File: src/hdl/pbsp_pkg.sv
`timescale 1ns / 1ps
// ----------------------------------------------------------------------------
// pbsp_pkg: shared types and constants for the P5 stream parser
// Character codes, result kinds and the result record handed between the
// parse stage and the output buffer.
// ----------------------------------------------------------------------------
package pbsp_pkg;

  localparam int DIM_BITS_DEF = 16;  // default width of the size registers
  localparam int FIELD_W      = 16;  // width of the width/height/max_gray fields
  localparam int KIND_W       = 2;

  localparam logic [7:0] CH_P     = 8'h50;  // 'P'
  localparam logic [7:0] CH_5     = 8'h35;  // '5'
  localparam logic [7:0] CH_HASH  = 8'h23;  // '#'
  localparam logic [7:0] CH_LF    = 8'h0A;
  localparam logic [7:0] CH_CR    = 8'h0D;
  localparam logic [7:0] CH_SPACE = 8'h20;
  localparam logic [7:0] CH_0     = 8'h30;
  localparam logic [7:0] CH_9     = 8'h39;

  localparam logic [KIND_W-1:0] KIND_HEADER = 2'd0;
  localparam logic [KIND_W-1:0] KIND_PIXEL  = 2'd1;
  localparam logic [KIND_W-1:0] KIND_ERROR  = 2'd2;

  typedef struct packed {
    logic [KIND_W-1:0]  kind;
    logic [7:0]         pixel;
    logic               row_end;
    logic [FIELD_W-1:0] width;
    logic [FIELD_W-1:0] height;
    logic [FIELD_W-1:0] max_gray;
  } result_t;

endpackage

File: src/hdl/pbsp_parse.sv
`timescale 1ns / 1ps
// ----------------------------------------------------------------------------
// pbsp_parse: header state machine and pixel row counter
// Consumes one byte per step, updates the parse state and produces at most
// one result record for that byte.
// ----------------------------------------------------------------------------
module pbsp_parse #(
  parameter int DIM_BITS = pbsp_pkg::DIM_BITS_DEF
) (
  input  logic              clk,
  input  logic              rst,
  input  logic              step,
  input  logic [7:0]        byte_q,
  output logic              emit,
  output pbsp_pkg::result_t res
);
  import pbsp_pkg::*;

  typedef enum logic [5:0] {
    PH_MAGIC  = 6'b000001,
    PH_WIDTH  = 6'b000010,
    PH_HEIGHT = 6'b000100,
    PH_GRAY   = 6'b001000,
    PH_IMAGE  = 6'b010000,
    PH_ERROR  = 6'b100000
  } phase_t;

  localparam logic [DIM_BITS-1:0] DIM_MAX = {DIM_BITS{1'b1}};
  localparam logic [DIM_BITS-1:0] DIM_ONE = {{(DIM_BITS-1){1'b0}}, 1'b1};

  phase_t              phase, phase_next;
  logic [1:0]          magic_position, magic_position_next;
  logic                in_comment, in_comment_next;
  logic                comments_allowed, comments_allowed_next;
  logic [DIM_BITS-1:0] number_accumulator, number_accumulator_next;
  logic [DIM_BITS-1:0] width_reg, width_reg_next;
  logic [DIM_BITS-1:0] height_reg, height_reg_next;
  logic [DIM_BITS-1:0] gray_max_reg, gray_max_reg_next;
  logic [DIM_BITS-1:0] column_count, column_count_next;

  logic                is_eol, is_digit;
  logic [DIM_BITS+3:0] acc_sum;
  logic [DIM_BITS-1:0] acc_sat;
  logic [DIM_BITS-1:0] column_inc;
  logic [KIND_W-1:0]   kind;
  logic                row_end;
  logic [FIELD_W-1:0]  width_out, height_out, gray_out;

  assign is_eol   = byte_q inside {CH_LF, CH_CR};
  assign is_digit = byte_q inside {[CH_0:CH_9]};

  // acc * 10 + digit, clamp to the size register maximum
  assign acc_sum = {1'b0, number_accumulator, 3'b000}
                 + {3'b000, number_accumulator, 1'b0}
                 + {{DIM_BITS{1'b0}}, byte_q[3:0]};
  assign acc_sat = (acc_sum[DIM_BITS+3:DIM_BITS] != 4'd0) ? DIM_MAX
                                                          : acc_sum[DIM_BITS-1:0];
  assign column_inc = column_count + DIM_ONE;

  always_comb begin
    phase_next              = phase;
    magic_position_next     = magic_position;
    in_comment_next         = in_comment;
    comments_allowed_next   = comments_allowed;
    number_accumulator_next = number_accumulator;
    width_reg_next          = width_reg;
    height_reg_next         = height_reg;
    gray_max_reg_next       = gray_max_reg;
    column_count_next       = column_count;
    emit                    = 1'b0;
    kind                    = KIND_ERROR;
    row_end                 = 1'b0;

    if (step && phase != PH_ERROR) begin
      if (in_comment) begin
        if (is_eol) begin
          in_comment_next = 1'b0;
        end
      end else if (comments_allowed && byte_q == CH_HASH) begin
        in_comment_next = 1'b1;
      end else begin
        case (phase)
          PH_MAGIC: begin
            if (is_eol) begin
              if (magic_position != 2'd2) begin
                phase_next = PH_ERROR;
                emit       = 1'b1;
              end else begin
                phase_next              = PH_WIDTH;
                number_accumulator_next = '0;
              end
            end else if (magic_position == 2'd0 && byte_q == CH_P) begin
              magic_position_next = 2'd1;
            end else if (magic_position == 2'd1 && byte_q == CH_5) begin
              magic_position_next = 2'd2;
            end else begin
              phase_next = PH_ERROR;
              emit       = 1'b1;
            end
          end
          PH_WIDTH: begin
            comments_allowed_next = 1'b0;
            if (byte_q == CH_SPACE) begin
              if (number_accumulator == '0) begin
                phase_next = PH_ERROR;
                emit       = 1'b1;
              end else begin
                width_reg_next          = number_accumulator;
                number_accumulator_next = '0;
                phase_next              = PH_HEIGHT;
              end
            end else if (!is_digit) begin
              phase_next = PH_ERROR;
              emit       = 1'b1;
            end else begin
              number_accumulator_next = acc_sat;
            end
          end
          PH_HEIGHT, PH_GRAY: begin
            if (is_eol) begin
              number_accumulator_next = '0;
              if (phase == PH_HEIGHT) begin
                height_reg_next = number_accumulator;
                phase_next      = PH_GRAY;
              end else begin
                gray_max_reg_next = number_accumulator;
                column_count_next = '0;
                phase_next        = PH_IMAGE;
                emit              = 1'b1;
                kind              = KIND_HEADER;
              end
            end else if (!is_digit) begin
              phase_next = PH_ERROR;
              emit       = 1'b1;
            end else begin
              number_accumulator_next = acc_sat;
            end
          end
          PH_IMAGE: begin
            emit = 1'b1;
            kind = KIND_PIXEL;
            if (column_inc == width_reg) begin
              column_count_next = '0;
              row_end           = 1'b1;
            end else begin
              column_count_next = column_inc;
            end
          end
          default: begin
            phase_next = PH_ERROR;
          end
        endcase
      end
    end
  end

  // fit the size registers to the fixed result fields
  generate
    if (DIM_BITS >= FIELD_W) begin : g_trunc
      assign width_out  = width_reg_next[FIELD_W-1:0];
      assign height_out = height_reg_next[FIELD_W-1:0];
      assign gray_out   = gray_max_reg_next[FIELD_W-1:0];
    end else begin : g_ext
      assign width_out  = {{(FIELD_W-DIM_BITS){1'b0}}, width_reg_next};
      assign height_out = {{(FIELD_W-DIM_BITS){1'b0}}, height_reg_next};
      assign gray_out   = {{(FIELD_W-DIM_BITS){1'b0}}, gray_max_reg_next};
    end
  endgenerate

  always_comb begin
    res.kind     = kind;
    res.pixel    = (kind == KIND_PIXEL) ? byte_q : 8'd0;
    res.row_end  = row_end;
    res.width    = width_out;
    res.height   = height_out;
    res.max_gray = gray_out;
  end

  always_ff @(posedge clk) begin
    if (rst) begin
      phase              <= PH_MAGIC;
      magic_position     <= 2'd0;
      in_comment         <= 1'b0;
      comments_allowed   <= 1'b1;
      number_accumulator <= '0;
      width_reg          <= '0;
      height_reg         <= '0;
      gray_max_reg       <= '0;
      column_count       <= '0;
    end else begin
      phase              <= phase_next;
      magic_position     <= magic_position_next;
      in_comment         <= in_comment_next;
      comments_allowed   <= comments_allowed_next;
      number_accumulator <= number_accumulator_next;
      width_reg          <= width_reg_next;
      height_reg         <= height_reg_next;
      gray_max_reg       <= gray_max_reg_next;
      column_count       <= column_count_next;
    end
  end

endmodule

File: src/hdl/pbsp_out_buf.sv
`timescale 1ns / 1ps
// ----------------------------------------------------------------------------
// pbsp_out_buf: two-entry result buffer
// Head entry drives the output ports; the second entry absorbs a result
// produced while the head is stalled.
// ----------------------------------------------------------------------------
module pbsp_out_buf (
  input  logic              clk,
  input  logic              rst,
  input  logic              push,
  input  pbsp_pkg::result_t push_data,
  input  logic              stall,
  output logic              room,
  output logic              valid,
  output pbsp_pkg::result_t head
);
  import pbsp_pkg::*;

  logic [1:0] count;
  result_t    second;
  logic       pop;

  assign valid = (count != 2'd0);
  assign room  = (count != 2'd2);
  assign pop   = valid && !stall;

  always_ff @(posedge clk) begin
    if (rst) begin
      count <= 2'd0;
    end else if (push && !pop) begin
      count <= count + 2'd1;
    end else if (pop && !push) begin
      count <= count - 2'd1;
    end
  end

  always_ff @(posedge clk) begin
    if (pop) begin
      // advance the queue; the new result lands behind whatever remains
      if (count == 2'd1) begin
        head <= push_data;
      end else begin
        head   <= second;
        second <= push_data;
      end
    end else if (push) begin
      if (count == 2'd0) begin
        head <= push_data;
      end else begin
        second <= push_data;
      end
    end
  end

endmodule

File: src/hdl/pgm_binary_stream_parser_core.sv
`timescale 1ns / 1ps
// Path: an accepted byte is captured in the input register; the parse logic then
//   writes its result into the result buffer, whose head drives the output ports.
// Throughput: one byte per cycle while the output is not stalled; the parse
//   state update is a single combinational step per byte.
// Reset: synchronous; clears the parse state to the magic phase and empties
//   both the input register and the result buffer.
// ----------------------------------------------------------------------------
// pgm_binary_stream_parser_core: binary PGM (P5) stream parser
// Checks the magic line, skips leading comments, reads width, height and gray
// maximum, emits a header result, then one per pixel byte; errors emit an error result.
// ----------------------------------------------------------------------------
module pgm_binary_stream_parser_core #(
  parameter int DIM_BITS = pbsp_pkg::DIM_BITS_DEF
) (
  input  logic                                  clk,
  input  logic                                  rst,
  input  logic                                  in_valid,
  output logic                                  in_stall,
  input  logic [7:0]                            byte_in,
  output logic                                  out_valid,
  input  logic                                  out_stall,
  output logic [pbsp_pkg::KIND_W-1:0]           kind,
  output logic [7:0]                            pixel,
  output logic                                  row_end,
  output logic [pbsp_pkg::FIELD_W-1:0]          width,
  output logic [pbsp_pkg::FIELD_W-1:0]          height,
  output logic [pbsp_pkg::FIELD_W-1:0]          max_gray
);
  import pbsp_pkg::*;

  logic       byte_vld;
  logic [7:0] byte_q;
  logic       room;
  logic       step;
  logic       emit;
  result_t    res;
  result_t    head;

  assign step     = byte_vld && room;
  assign in_stall = byte_vld && !room;

  // hold the byte until the buffer has room for its result
  always_ff @(posedge clk) begin
    if (rst) begin
      byte_vld <= 1'b0;
    end else if (!in_stall) begin
      byte_vld <= in_valid;
    end
  end

  always_ff @(posedge clk) begin
    if (in_valid && !in_stall) begin
      byte_q <= byte_in;
    end
  end

  pbsp_parse #(
    .DIM_BITS(DIM_BITS)
  ) u_parse (
    .clk    (clk),
    .rst    (rst),
    .step   (step),
    .byte_q (byte_q),
    .emit   (emit),
    .res    (res)
  );

  pbsp_out_buf u_out_buf (
    .clk       (clk),
    .rst       (rst),
    .push      (emit),
    .push_data (res),
    .stall     (out_stall),
    .room      (room),
    .valid     (out_valid),
    .head      (head)
  );

  assign kind     = head.kind;
  assign pixel    = head.pixel;
  assign row_end  = head.row_end;
  assign width    = head.width;
  assign height   = head.height;
  assign max_gray = head.max_gray;

endmodule

File: config.mk
export PLATFORM = sky130hd
export DESIGN_NAME = pgm_binary_stream_parser_core
export DESIGN_NICKNAME = d
export VERILOG_FILES = /design/src/hdl/pbsp_pkg.sv /design/src/hdl/pbsp_parse.sv /design/src/hdl/pbsp_out_buf.sv /design/src/hdl/pgm_binary_stream_parser_core.sv
export SDC_FILE = /design/constraint.sdc
export NUM_CORES = 1
export LEC_CHECK = 0
export BUFFER_PORTS_ARGS = -buffer_cell sky130_fd_sc_hd__buf_4
export CAP_MARGIN = 30
export CORE_UTILIZATION = 55
export DETAILED_ROUTE_END_ITERATION = 8
export GPL_ROUTABILITY_DRIVEN = 0
export PLACE_DENSITY = 0.73
export SYNTH_ARGS = -nofsm -noshare
export SYNTH_HDL_FRONTEND = slang
export SYNTH_HIERARCHICAL = 1
export SYNTH_SLANG_ARGS = --single-unit
File: constraint.sdc
create_clock -name clk -period 7.2 [get_ports clk]
set_clock_uncertainty 0.15 [all_clocks]
set_input_delay 0.72 -clock clk [delete_from_list [all_inputs] [get_ports clk]]
set_output_delay 0.72 -clock clk [all_outputs]
set_load 0.005 [all_outputs]
* Yosys cells after proc, flatten, opt, wreduce, memory -nomap -nowiden
Cells that the tools add are included. Widths: inputs -> output; s select.
Storage, ports and cells: register bits after elaboration 219, output and inout bits 61
Cells by class: add/sub/neg operators 5, $lt $le $gt $ge 2, eq/ne operators 27, muxes and demuxes 80, bitwise operators 4, reductions and logical operators 36
Operators with widths (count):
- $mux 59 | 8
- $mux 16 | 28
- $mux 6 | 8
- $pmux 16 s3 | 1
- $pmux 16 s2 | 1
- $eq 8x6->1 const B | 3
- $pmux 6 s4 | 1
- $add 19x17->20 | 1
- $add 20x4->20 | 1
- $mux 1 | 20
- $mux 2 | 9
- $reduce_and 6->1 | 3
- $add 16x1->16 const B | 1
- $eq 16x16->1 | 1
- $eq 8x4->1 const B | 2
- $logic_not 16->1 | 1
- $reduce_bool 2->1 | 7
- $logic_and 1x1->1 | 11
- $ne 2x2->1 const B | 5
- $eq 8x7->1 const B | 1
- $ge 8x6->1 const B | 1
- $le 8x6->1 const B | 1
- $mux 8 | 1
- $reduce_and 7->1 | 1
- other kinds (24) | 37

* Longest topological paths before layout
Gate-level depths: netlist (run 1).
depth after elaboration 13, depth in mapped cells 14, depth with buffers taken out 12

* Modules after synthesis
Netlist (run 1), hierarchy kept.
By module, submodules not included:
- pbsp_parse | times used 1, cells each 692, area each 5978.2 µm², seq. area each 1801.7 µm²
- pbsp_out_buf | times used 1, cells each 206, area each 4509.3 µm², seq. area each 3583.4 µm²
- pgm_binary_stream_parser_core | times used 1, cells each 13, area each 296.5 µm², seq. area each 260.2 µm²

* Least setup slack after synthesis (run 1)
Ideal clock, no wire load.
kind flip-flop to flip-flop, start register byte_q[2], end register u_out_buf/second[0] in the netlist's numbering (enable), setup time 0.564 ns, data arrival time 6.335 ns, required time 6.486 ns, path slack 0.151 ns, cell stages (with the launch flop) 10, path buffers 0, path through edfxtp_1 and3b_1 o211ai_1 nand2b_1 a211oi_1 a21oi_1 a21oi_1 inv_1 ha_1 a211oi_1
Between the ends: cells in the longest elaborated chain, start to end 11, elaborated cells on any way between the ends 25, classes of those cells order compare (2); eq/ne (6); mux (10); reduce/logical (7)
RTL lines:
- from (decl) | RTL line pgm_binary_stream_parser_core.sv:33 | logic [7:0] byte_q;
- from (signal assigned) | RTL line pgm_binary_stream_parser_core.sv:54 | byte_q <= byte_in;
- parallel branches: the longest is 6 deep, another holds $ge 8x6->1
- $mux 1 * | RTL line pbsp_parse.sv:79 | end else if (comments_allowed && byte_q == CH_HASH) begin
- $mux 1 * | RTL line pbsp_parse.sv:75 | if (in_comment) begin
- $mux 1 * | RTL line pbsp_parse.sv:74 | if (step && phase != PH_ERROR) begin
- via emit | RTL line pgm_binary_stream_parser_core.sv:36 | logic emit;
- $reduce_bool 2->1 (no source line) *
- $reduce_and 3->1 (no source line) *
- to (signal assigned) | RTL line pbsp_out_buf.sv:44 | second <= push_data;
- to (signal assigned) | RTL line pbsp_out_buf.sv:50 | second <= push_data;
- to (decl) | RTL line pbsp_out_buf.sv:20 | result_t second;
Mark *: on every way through the listed nets, which the timed path passes. A chain may end at the register's enable or synchronous reset.

* Worst setup path after layout (run 1)
start register byte_q[3], end register u_parse.number_accumulator[4]
Between the ends: cells in the longest elaborated chain, start to end 6, elaborated cells on any way between the ends 20, classes of those cells add/sub (1); order compare (2); eq/ne (6); mux (5); bitwise (1); reduce/logical (5)
RTL lines:
- $add 20x4->20 | RTL line pbsp_parse.sv:55 | + {{DIM_BITS{1'b0}}, byte_q[3:0]};
- $reduce_bool 4->1 | RTL line pbsp_parse.sv:56 | assign acc_sat = (acc_sum[DIM_BITS+3:DIM_BITS] != 4'd0) ? DIM_MAX
- $mux 16 | RTL line pbsp_parse.sv:56
- $mux 16 | RTL line pbsp_parse.sv:112, pbsp_parse.sv:132
- $mux 16, on equally long branches | RTL line pbsp_parse.sv:120, pbsp_parse.sv:103
- $pmux 16 s3 | RTL line pbsp_parse.sv:82 | case (phase)
- to (signal assigned) | RTL line pbsp_parse.sv:195 | number_accumulator <= number_accumulator_next;
- to (decl) | RTL line pbsp_parse.sv:35 | logic [DIM_BITS-1:0] number_accumulator, number_accumulator_next;
Several ways; a longest one is shown, not always the timed one.

==> impl_metrics.py, run 1 <==
metrics = {
    "synth": {
        "ys_dominant_reg_cell": "sky130_fd_sc_hd__edfxtp_1",
        "synth.cell_area_um2": 10800,
        "synth_area_leaders": "sky130_fd_sc_hd__edfxtp_1 (35%), sky130_fd_sc_hd__dfxtp_1 (17%), sky130_fd_sc_hd__mux2_2 (9.1%)",
        "yosysTopAreaCellShare": 0.351,
        "yosys_warnings": 6,
        "synth-seq-cells": 219,
        "synth.avg_cell_area_um2": 11.8,
        "post-synth-top-area-cell": "sky130_fd_sc_hd__edfxtp_1",
        "synth_enable_flop_cells": 126,
        "synth-async-reset-ratio": 0,
        "synthCells": 911,
        "synth_sequential_area_ratio": 0.523,
        "syn-num-nets": 961,
        "synth_cell_types": 79,
    },
    "clock_network": {
        "cts-htree-levels": 1,
        "ctsHoldBuffers": 0,
        "tritoncts_clock_tree": "done",
        "cts_repair_resize_count": 0,
        "setup_fix_buffers_added_after_clock_tree_synthesis": 0,
        "cts_made_buffers": 24,
        "clk-insertion-delay-late_ns": 0.52,
        "clock_tree.root_cell": "sky130_fd_sc_hd__clkbuf_16",
        "clk_path_buf_depth": 3,
        "clkSinkCount": 219,
        "worst_setup_hold_path_clk_slew_ns": 0.06,
    },
    "detailed_routing": {
        "detail_route.vias_per_cell": 5.74,
        "drcViolationCount": 0,
        "vias": 7184,
        "initialDrtViolationCount": 625,
        "drt.antenna.violating_nets": 0,
        "firstDrtPassIters": 5,
        "detail_route.wl_per_cell_um": 18.0,
        "routed_wl_um": 22600,
    },
    "timing": {
        "final_hold_viol_count": 0,
        "grt_setup_unrepaired": "false",
        "final.period_utilization": 0.566,
        "timing.setup.tns_ns": 0,
        "report.final.slew_viol_count": 0,
        "relSlewSlack": 0.436,
        "fin_crit_ns": 4.08,
        "tightestPinTransition_ns": 0.846,
        "max_freq_mhz": 245,
        "final_setup_viols": 0,
    },
    "setup_path": {
        "cp-start-kind": "flop",
        "critical_path.endpoint_type": "flop",
        "critical_path_class": "flop to flop",
        "timing.critical_path.arrival_ns": 4.32,
        "worst-path-max-fanout": 9,
        "worst_endpoint_required_time_ns": 7.45,
        "ff2ff_path_depth": 12,
    },
    "final_layout": {
        "mostFrequentLayoutCells": "sky130_fd_sc_hd__edfxtp_1 (126), sky130_fd_sc_hd__dfxtp_1 (93), sky130_fd_sc_hd__mux2_2 (87), sky130_fd_sc_hd__buf_4 (81), sky130_fd_sc_hd__nor2b_1 (55)",
        "top_flop_regs": "u_out_buf/head: 59 flops, u_out_buf/second: 59 flops",
        "nNetsFinal": 1024,
        "mostFrequentLayoutCell": "sky130_fd_sc_hd__edfxtp_1",
        "drive_gt1_frac": 0.240,
        "syn_to_final_growth_pct": 14.0,
        "n_fill_cell": 1457,
        "final_area_um2": 12300,
        "antenna_cells_inserted": 0,
        "fin_cells": 1252,
    },
    "floorplanning": {
        "fp-row-count": 50,
        "top_level_ports": 73,
        "design.core.area_um2": 19000,
        "dieWidth_um": 142,
        "floorplan.initialDensity": 0.569,
        "die_area_um2": 20200,
        "die_h_um": 142,
    },
    "pwr": {
        "peakVddDrop_mv": 0.211,
        "p_per_area_nw_per_um2": 275,
        "static_leak_nw": 4.85,
    },
    "global_routing": {
        "groute.usage.overall": 0.229,
        "number_of_global_route_vias_before_repair": 6821,
        "grt_first_pass_wirelength_um": 36500,
        "gr-total-overflow": 0,
        "grt_start_max_net_pins": 73,
        "grt_antenna_before_repair": 0,
    },
    "placed_design": {
        "dp.final_hpwl_um": 15000,
        "dp_area_um2": 11500,
        "placed_cells": 1208,
        "port-buffer-count": 72,
    },
    "worst_hold_path": {
        "hold-path-cell-count": 1,
        "worst_hold_path_type": "primary input to flop",
    },
    "run": {
        "maxCapViolCount": 0,
    },
    "outcome": {
        "outcome": "complete, no violations",
    },
}
[synthesized netlist by cell type (all sizes together) (21+ instances only)]
cell type	count
nor2	46
mux2	106
o21ai	33
xnor2	22
inv	27
nand3	27
nor2b	57
dfxtp	93
nor3	21
clkbuf	21
a211oi	21
ha	36
edfxtp	126
nand2	35
buf	25
a21oi	38
[stage by stage]
| step | worst slack, ns | util | power [mW] | hold WS [ns] |
|---|---|---|---|---|
| final | 3.12 | 0.649 | 3.38 | 0.232 |
| after global routing | 2.78 | 0.649 | 3.52 | 0.216 |
| after CTS | 3.15 | 0.649 | 3.42 | 0.211 |
| after detailed placement | 3.18 | 0.607 | 2.21 | 0.293 |
| after global placement | 3.06 | 0.605 | 2.20 | 0.289 |
| after floorplan | 0.151 | - | 1.95 | 0.269 |
[critical path: stages (launching register included)]
cell and delay (ns):
sky130_fd_sc_hd__edfxtp_1 0.49, sky130_fd_sc_hd__fa_1 0.60, sky130_fd_sc_hd__inv_1 0.06, sky130_fd_sc_hd__fa_1 0.44
sky130_fd_sc_hd__nand2b_1 0.20, sky130_fd_sc_hd__a21oi_1 0.31, sky130_fd_sc_hd__o41ai_1 0.21, sky130_fd_sc_hd__o31a_1 0.29
sky130_fd_sc_hd__a211oi_1 0.28, sky130_fd_sc_hd__o211ai_1 0.31, sky130_fd_sc_hd__buf_4 0.28, sky130_fd_sc_hd__a221oi_1 0.26
sky130_fd_sc_hd__nor3_2 0.08
[worst paths after layout]
check | slack [ns] | endpoint | startpoint
worst max-delay path | 3.12 | u_parse/number_accumulator[4]$_SDFFE_PP0P_ | byte_q[3]$_DFFE_PP_
worst min-delay path | 0.23 | byte_q[7]$_DFFE_PP_ | byte_in[7]
worst max register to register | 3.12 | u_parse/number_accumulator[4]$_SDFFE_PP0P_ | byte_q[3]$_DFFE_PP_
worst min register to register | 0.31 | u_parse/comments_allowed$_SDFFE_PP1P_ | u_parse/comments_allowed$_SDFFE_PP1P_
[power by group]
| group | total [mW] | internal [mW] | switching (mW) |
|---|---|---|---|
| combinational | 0.533 | 0.271 | 0.262 |
| clock | 1.20 | 0.723 | 0.477 |
| sequential | 1.65 | 1.58 | 0.0649 |
[layer usage]
| metal | wire length (um) | up-vias | global-route usage |
|---|---|---|---|
| li1 | - | 3498 | - |
| met2 | 10500 | 149 | 0.370 |
| met4 | 398 | 0 | 0.0702 |
| met5 | 0 | - | 0 |
| met3 | 949 | 34 | 0.0303 |
| met1 | 10700 | 3503 | 0.322 |
[cell type report]
class,count,area (um^2),share of cell area
Multi-Input combinational cell,619,4800,0.390
Clock inverter,7,101,0.00824
Tap cell,260,325,0.0265
Inverter,27,101,0.00824
Timing Repair Buffer,83,643,0.0523
Clock buffer,37,679,0.0553
Sequential cell,219,5650,0.459
[cells by family (layout without fill, tap and decap cells)]
logic type | after synthesis | in the layout | share of synthesized area
AO/OA/AOI/OAI | 153 | 153 | 0.0936
XOR/XNOR | 37 | 37 | 0.0300
adder cells (fa/ha/maj) | 38 | 38 | 0.0455
buffers and inverters | 73 | 154 | 0.0345
flip-flops | 219 | 219 | 0.523
multiplexers | 114 | 114 | 0.124
AND/OR/NAND/NOR | 277 | 277 | 0.149
No activity file was read; power rests on OpenSTA's default activity.
==> run 2: changes to the inputs <==
--- a/config.mk
+++ b/config.mk
@@ -5,6 +5,7 @@
 export SDC_FILE = /design/constraint.sdc
 export NUM_CORES = 1
 export LEC_CHECK = 0
+export ABC_AREA = 1
 export BUFFER_PORTS_ARGS = -buffer_cell sky130_fd_sc_hd__buf_4
 export CAP_MARGIN = 30
 export CORE_UTILIZATION = 55
==> constraint.sdc (replaced) <==
create_clock -name clk -period 3.4 [get_ports clk]
set_clock_uncertainty 0.15 [all_clocks]
set_input_delay 0.34 -clock clk [delete_from_list [all_inputs] [get_ports clk]]
set_output_delay 0.34 -clock clk [all_outputs]
set_load 0.005 [all_outputs]
==> run 2 against run 1 <==
  * Register-to-register slack lost 2.8 ns
  * Sequential power grew 110%
  * Critical endpoint is now u_parse/number_accumulator[3]$_SDFFE_PP0P_
  * Critical path depth grew 4
  * First-iteration DRC count shrank 8.0%
  * Sequential share of layout area shrank 2.9 points
  * Highest routed layer unchanged
==> impl_metrics.py, run 2 <==
metrics = {
    "global_routing": {
        "grt_start_max_net_pins": 72,
        "number_of_global_route_vias_before_repair": 8332,
        "grt_antenna_before_repair": 0,
        "groute.usage.overall": 0.239,
        "grt_first_pass_wirelength_um": 41100,
        "gr-total-overflow": 0,
    },
    "final_layout": {
        "nNetsFinal": 1527,
        "drive_gt1_frac": 0.156,
        "mostFrequentLayoutCell": "sky130_fd_sc_hd__nand2_1",
        "final_area_um2": 13100,
        "antenna_cells_inserted": 0,
        "top_flop_regs": "u_out_buf/head: 59 flops, u_out_buf/second: 59 flops",
        "fin_cells": 1763,
        "syn_to_final_growth_pct": 16.0,
        "mostFrequentLayoutCells": "sky130_fd_sc_hd__nand2_1 (292), sky130_fd_sc_hd__inv_1 (231), sky130_fd_sc_hd__nor2_1 (144), sky130_fd_sc_hd__edfxtp_1 (126), sky130_fd_sc_hd__buf_4 (105)",
        "n_fill_cell": 1702,
    },
    "timing": {
        "tightestPinTransition_ns": 0.836,
        "fin_ws_ns": 0.338,
        "hold_ws_ns": 0.0563,
        "relSlewSlack": 0.442,
        "report.final.slew_viol_count": 0,
        "grt_setup_unrepaired": "false",
        "final_hold_viol_count": 0,
        "final.period_utilization": 0.900,
        "fin_crit_ns": 3.06,
        "final_setup_viols": 0,
        "max_freq_mhz": 327,
    },
    "clock_network": {
        "tritoncts_clock_tree": "done",
        "clkSinkCount": 219,
        "clock_tree.root_cell": "sky130_fd_sc_hd__clkbuf_16",
        "clk_path_buf_depth": 3,
        "cts_made_buffers": 23,
        "cts_repair_resize_count": 0,
        "worst_setup_hold_path_clk_slew_ns": 0.07,
        "cts-htree-levels": 1,
        "ctsHoldBuffers": 10,
        "setup_fix_buffers_added_after_clock_tree_synthesis": 0,
        "clk-insertion-delay-late_ns": 0.53,
    },
    "synth": {
        "synth.top_cells.by_count": "sky130_fd_sc_hd__nand2_1 (294), sky130_fd_sc_hd__inv_1 (236), sky130_fd_sc_hd__nor2_1 (145)",
        "synth.avg_cell_area_um2": 8.16,
        "post-synth-top-area-cell": "sky130_fd_sc_hd__edfxtp_1",
        "synth_enable_flop_cells": 126,
        "synth_sequential_area_ratio": 0.500,
        "synth-seq-cells": 219,
        "synth-async-reset-ratio": 0,
        "syn-num-nets": 1434,
        "synth_area_leaders": "sky130_fd_sc_hd__edfxtp_1 (33%), sky130_fd_sc_hd__dfxtp_1 (16%), sky130_fd_sc_hd__nand2_1 (9.8%)",
        "post-synth-top-count-cell": "sky130_fd_sc_hd__nand2_1",
        "synthCells": 1384,
        "yosys_warnings": 6,
        "yosysTopAreaCellShare": 0.335,
        "synth_cell_types": 45,
        "ys_dominant_reg_cell": "sky130_fd_sc_hd__edfxtp_1",
        "synth.cell_area_um2": 11300,
    },
    "floorplanning": {
        "fp-row-count": 52,
        "design.core.area_um2": 20200,
        "dieWidth_um": 145,
        "floorplan.initialDensity": 0.560,
        "die_h_um": 145,
        "top_level_ports": 73,
        "die_area_um2": 21100,
    },
    "detailed_routing": {
        "initialDrtViolationCount": 575,
        "drcViolationCount": 0,
        "firstDrtPassIters": 5,
        "detail_route.wl_per_cell_um": 14.1,
        "drt.antenna.violating_nets": 0,
        "routed_wl_um": 24800,
        "detail_route.vias_per_cell": 5.14,
        "vias": 9057,
    },
    "placed_design": {
        "dp.final_hpwl_um": 17700,
        "placed_cells": 1712,
        "dp_slack_ns": 0.367,
        "dp_area_um2": 12300,
        "port-buffer-count": 72,
    },
    "setup_path": {
        "worst-path-max-fanout": 11,
        "timing.critical_path.arrival_ns": 3.28,
        "crit_buf_inv": 3,
        "worst_endpoint_required_time_ns": 3.62,
        "timing.rr.start": "byte_q[3]$_DFFE_PP_",
        "critPathMaxStageDelay_ns": 0.59,
        "critical_path_class": "flop to flop",
        "crit_path_cell_trace": "fa_1 > inv_1 > fa_1 > inv_1 > nand3_1 > nand2_1 > nand2_1 > nand2_1 > nand3_1 > nand3_1 > nand2_1 > nor2_2 > buf_4 > nand3b_1 > nand2_1 > a21oi_1",
        "critical_path.most_common_cell": "sky130_fd_sc_hd__nand2_1",
        "cp_top_family": "adder cells",
        "cp_slowest_cell": "sky130_fd_sc_hd__fa_1",
        "critical_path.endpoint_type": "flop",
        "setup.worst_path.start": "byte_q[3]$_DFFE_PP_",
        "cp-start-kind": "flop",
    },
    "worst_hold_path": {
        "worst_hold_path_type": "primary input to flop",
        "hp-start": "out_stall",
    },
    "outcome": {
        "outcome": "complete, no violations",
    },
    "pwr": {
        "static_leak_nw": 5.80,
        "peakVddDrop_mv": 0.432,
        "p_per_area_nw_per_um2": 566,
    },
    "run": {
        "maxCapViolCount": 0,
    },
}
run 2: cell count changes after synthesis, sizes merged, moves of 20 or more:
cell | previous run | this run
o21ai | 33 | 138
nor2b | 57 | 0
nand2 | 35 | 308
mux2 | 106 | 0
nor2 | 46 | 170
inv | 27 | 245
a21oi | 38 | 68
nand3 | 27 | 79
a211oi | 21 | 1
run 2: power by group:
part           internal (mW)  leakage, nW  switching, mW  total (mW)
sequential              3.39         1.94          0.137        3.53
clock                   1.48        0.359           1.02        2.51
combinational          0.603         3.50          0.781        1.38
run 2: cell families (layout without fill, tap and decap cells):
kind of cell,Yosys count,in the layout,share of synthesized area
adder cells (fa/ha/maj),38,38,0.0434
XOR/XNOR,7,7,0.00543
flip-flops,219,219,0.500
buffers and inverters,294,403,0.106
AND/OR/NAND/NOR,606,606,0.240
AO/OA/AOI/OAI,220,220,0.105
run 2: final cells by class:
type	count	area, um^2	share of cell area
flip-flops and latches	219	5650	0.431
multi-input cells	871	4530	0.345
repair buffers	117	928	0.0708
inverters	245	922	0.0703
clock buffers	30	602	0.0459
well taps	270	338	0.0258
clock inverters	11	148	0.0113
run 2: routing by layer:
layer  vias up  global-route usage  wire length, um
li1       4638                   -                -
met1      4110               0.314            11000
met2       262               0.403            11600
met3        47              0.0399             1460
met4         0              0.0763              722
met5         -                   0                0
run 2: path summary, 6_finish.rpt:
check / end / slack, ns / cells after the start
worst max-delay path: u_parse/number_accumulator[3]$_SDFFE_PP0P_ / 0.34 / 16
worst min-delay path: u_out_buf/count[1]$_SDFFE_PP0P_ / 0.06 / 6
worst max register to register: u_parse/number_accumulator[3]$_SDFFE_PP0P_ / 0.34 / 16
worst min register to register: u_parse/comments_allowed$_SDFFE_PP1P_ / 0.32 / 2
run 2: through the flow:
stage | TNS [ns] | power [mW] | util
2_1_floorplan | -29.06 | 4.30 | -
3_5_place_dp | 0 | 4.97 | 0.608
5_1_grt | 0 | 7.73 | 0.650
3_3_place_gp | 0 | 4.94 | 0.608
4_1_cts | 0 | 7.48 | 0.650
6_report | 0 | 7.42 | 0.650
run 2: worst min-delay path, delay by kind of cell:
| family | cells | cell delay (ns) |
|---|---|---|
| and+or+nand+nor | 3 | 0.17 |
| AOI/OAI and AO/OA | 1 | 0.06 |
| buffers and inverters | 2 | 0.11 |
==> run 3: changes to the inputs <==
--- a/config.mk
+++ b/config.mk
@@ -5,7 +5,6 @@
 export SDC_FILE = /design/constraint.sdc
 export NUM_CORES = 1
 export LEC_CHECK = 0
-export ABC_AREA = 1
 export BUFFER_PORTS_ARGS = -buffer_cell sky130_fd_sc_hd__buf_4
 export CAP_MARGIN = 30
 export CORE_UTILIZATION = 55
==> run 3 against run 2 <==
  * Sequential power shrank 1%
  * Setup slack lost 0.19 ns
  * Largest power group unchanged
  * Total power shrank 0.84%
  * Core utilization grew 2.7 points
  * Cell count shrank 26%
  * Sequential cell count is the same
  * Final area shrank 2.1%
  * Wire length shrank 5.8%
  * Sequential share of layout area grew 0.89 points
  * Register-to-register slack lost 0.19 ns
==> impl_metrics.py, run 3 (synthesis gave the netlist of run 1 again) <==
metrics = {
    "pwr": {
        "p_int_mw": 5.64,
        "clock_power_share": 0.365,
        "flop_pwr_share": 0.472,
        "peakVddDrop_mv": 0.424,
        "p_per_area_nw_per_um2": 573,
        "static_leak_nw": 5.15,
        "switching_share": 0.234,
        "power.net_switching_mw": 1.72,
        "combPwrFrac": 0.163,
    },
    "final_layout": {
        "mostFrequentLayoutCells": "sky130_fd_sc_hd__edfxtp_1 (126), sky130_fd_sc_hd__buf_4 (117), sky130_fd_sc_hd__dfxtp_1 (93), sky130_fd_sc_hd__mux2_2 (87), sky130_fd_sc_hd__nor2b_1 (55)",
        "n_fill_cell": 1413,
        "final_util": 0.677,
        "antenna_cells_inserted": 0,
        "mostFrequentLayoutCell": "sky130_fd_sc_hd__edfxtp_1",
        "top_flop_regs": "u_out_buf/head: 59 flops, u_out_buf/second: 59 flops",
        "drive_gt1_frac": 0.283,
        "syn_to_final_growth_pct": 19.1,
        "nNetsFinal": 1071,
    },
    "global_routing": {
        "grt_antenna_before_repair": 1,
        "grt_first_pass_wirelength_um": 37700,
        "gr-total-overflow": 0,
        "grt_start_max_net_pins": 73,
        "groute.usage.overall": 0.236,
        "number_of_global_route_vias_before_repair": 7264,
    },
    "floorplanning": {
        "fp-row-count": 50,
        "top_level_ports": 73,
        "die_h_um": 142,
        "die_area_um2": 20200,
        "dieWidth_um": 142,
        "floorplan.initialDensity": 0.569,
        "design.core.area_um2": 19000,
    },
    "timing": {
        "final_hold_viol_count": 0,
        "final.period_utilization": 0.957,
        "tightestPinTransition_ns": 0.834,
        "report.final.slew_viol_count": 0,
        "fin_crit_ns": 3.25,
        "final_setup_viols": 0,
        "relSlewSlack": 0.444,
        "max_freq_mhz": 307,
        "grt_setup_unrepaired": "false",
        "fin_ws_ns": 0.147,
    },
    "outcome": {
        "outcome": "complete, no violations",
    },
    "clock_network": {
        "cts-htree-levels": 1,
        "clk_path_buf_depth": 3,
        "cts_made_buffers": 22,
        "worst_setup_hold_path_clk_slew_ns": 0.06,
        "clkSinkCount": 219,
        "tritoncts_clock_tree": "done",
        "clock_tree.root_cell": "sky130_fd_sc_hd__clkbuf_16",
        "clk-insertion-delay-late_ns": 0.51,
    },
    "setup_path": {
        "timing.critical_path.arrival_ns": 3.35,
        "worst_endpoint_required_time_ns": 3.50,
        "cp-start-kind": "flop",
        "critical_path_class": "flop to flop",
        "worst-path-max-fanout": 18,
        "critical_path.endpoint_type": "flop",
    },
    "worst_hold_path": {
        "worst_hold_path_type": "primary input to flop",
    },
    "detailed_routing": {
        "routed_wl_um": 23300,
        "firstDrtPassIters": 5,
        "drt.antenna.violating_nets": 0,
        "detail_route.wl_per_cell_um": 18.0,
        "vias": 7402,
        "detail_route.vias_per_cell": 5.71,
        "initialDrtViolationCount": 556,
        "drcViolationCount": 0,
    },
    "placed_design": {
        "dp.final_hpwl_um": 15600,
        "port-buffer-count": 72,
        "dp_slack_ns": 0.00251,
    },
    "run": {
        "maxCapViolCount": 0,
    },
}
==> run 3: per-layer routing <==
| layer | track usage | share of wire | vias up | wire, um |
|---|---|---|---|---|
| met1 | 0.326 | 0.46 | 3582 | 10800 |
| li1 | - | - | 3583 | - |
| met2 | 0.386 | 0.46 | 183 | 10800 |
| met3 | 0.0333 | 0.048 | 52 | 1120 |
| met4 | 0.0719 | 0.024 | 2 | 565 |
| met5 | 0 | 0.00056 | - | 13 |
==> run 3: power by group through the flow <==
stage	Sequential, mW	Combinational [mW]	Clock, mW
after floorplan	3.55	0.563	0
after global placement	3.52	1.17	0
after detailed placement	3.53	1.19	0
after CTS	3.48	1.21	2.74
after global routing	3.52	1.28	2.83
final	3.48	1.20	2.68
==> run 3: what timing repair did <==
item | in CTS | in global routing
hold endpoints to repair | 9 | 0
cloned | 0 | 0
resized for setup | 1 | 11
buffers inserted | 0 | 1
hold buffers | 9 | 0
pin swaps | 0 | 7
setup endpoints to repair | 1 | 24
==> run 3: final cells by class <==
cell class	count	area, um^2	area share
sequential	219	5650	0.440
multi-input combinational	619	4870	0.379
timing repair buffer	132	1090	0.0848
clock buffer	25	572	0.0445
tap	260	325	0.0253
clock inverter	15	240	0.0187
inverter	27	101	0.00789
==> run 3: path summary, 6_finish.rpt <==
path	slack, ns	cells after the start	end	startpoint
worst max-delay path	0.15	10	u_out_buf/head[28]$_DFFE_PP_	u_out_buf/count[0]$_SDFFE_PP0P_
worst min-delay path	0.21	4	u_out_buf/count[1]$_SDFFE_PP0P_	out_stall
worst max register to register	0.15	10	u_out_buf/head[28]$_DFFE_PP_	u_out_buf/count[0]$_SDFFE_PP0P_
worst min register to register	0.31	1	u_parse/comments_allowed$_SDFFE_PP1P_	u_parse/comments_allowed$_SDFFE_PP1P_
==> run 3: through the flow <==
stage / instance area, um^2 / TNS, ns / hold WS (ns) / instances / power [mW]
after floorplan: 10800 / -35.02 / 0.262 / 911 / 4.12
after global placement: 11900 / 0 / 0.294 / 1247 / 4.69
after detailed placement: 11900 / 0 / 0.300 / 1247 / 4.72
after CTS: 12800 / 0 / 0.216 / 1296 / 7.43
after global routing: 12800 / 0 / 0.254 / 1297 / 7.63
final: 12800 / 0 / 0.215 / 1297 / 7.36
==> run 3: critical path, cell delays in order, from the launching register on <==
cell                      delay (ns)
sky130_fd_sc_hd__dfxtp_1        0.37
sky130_fd_sc_hd__inv_1          0.08
sky130_fd_sc_hd__ha_1           0.19
sky130_fd_sc_hd__inv_1          0.09
sky130_fd_sc_hd__and2_1         0.19
sky130_fd_sc_hd__o41ai_2        0.11
sky130_fd_sc_hd__or3b_1         0.40
sky130_fd_sc_hd__or4_1          0.53
sky130_fd_sc_hd__buf_4          0.26
sky130_fd_sc_hd__mux2_4         0.36
sky130_fd_sc_hd__mux2_2         0.26
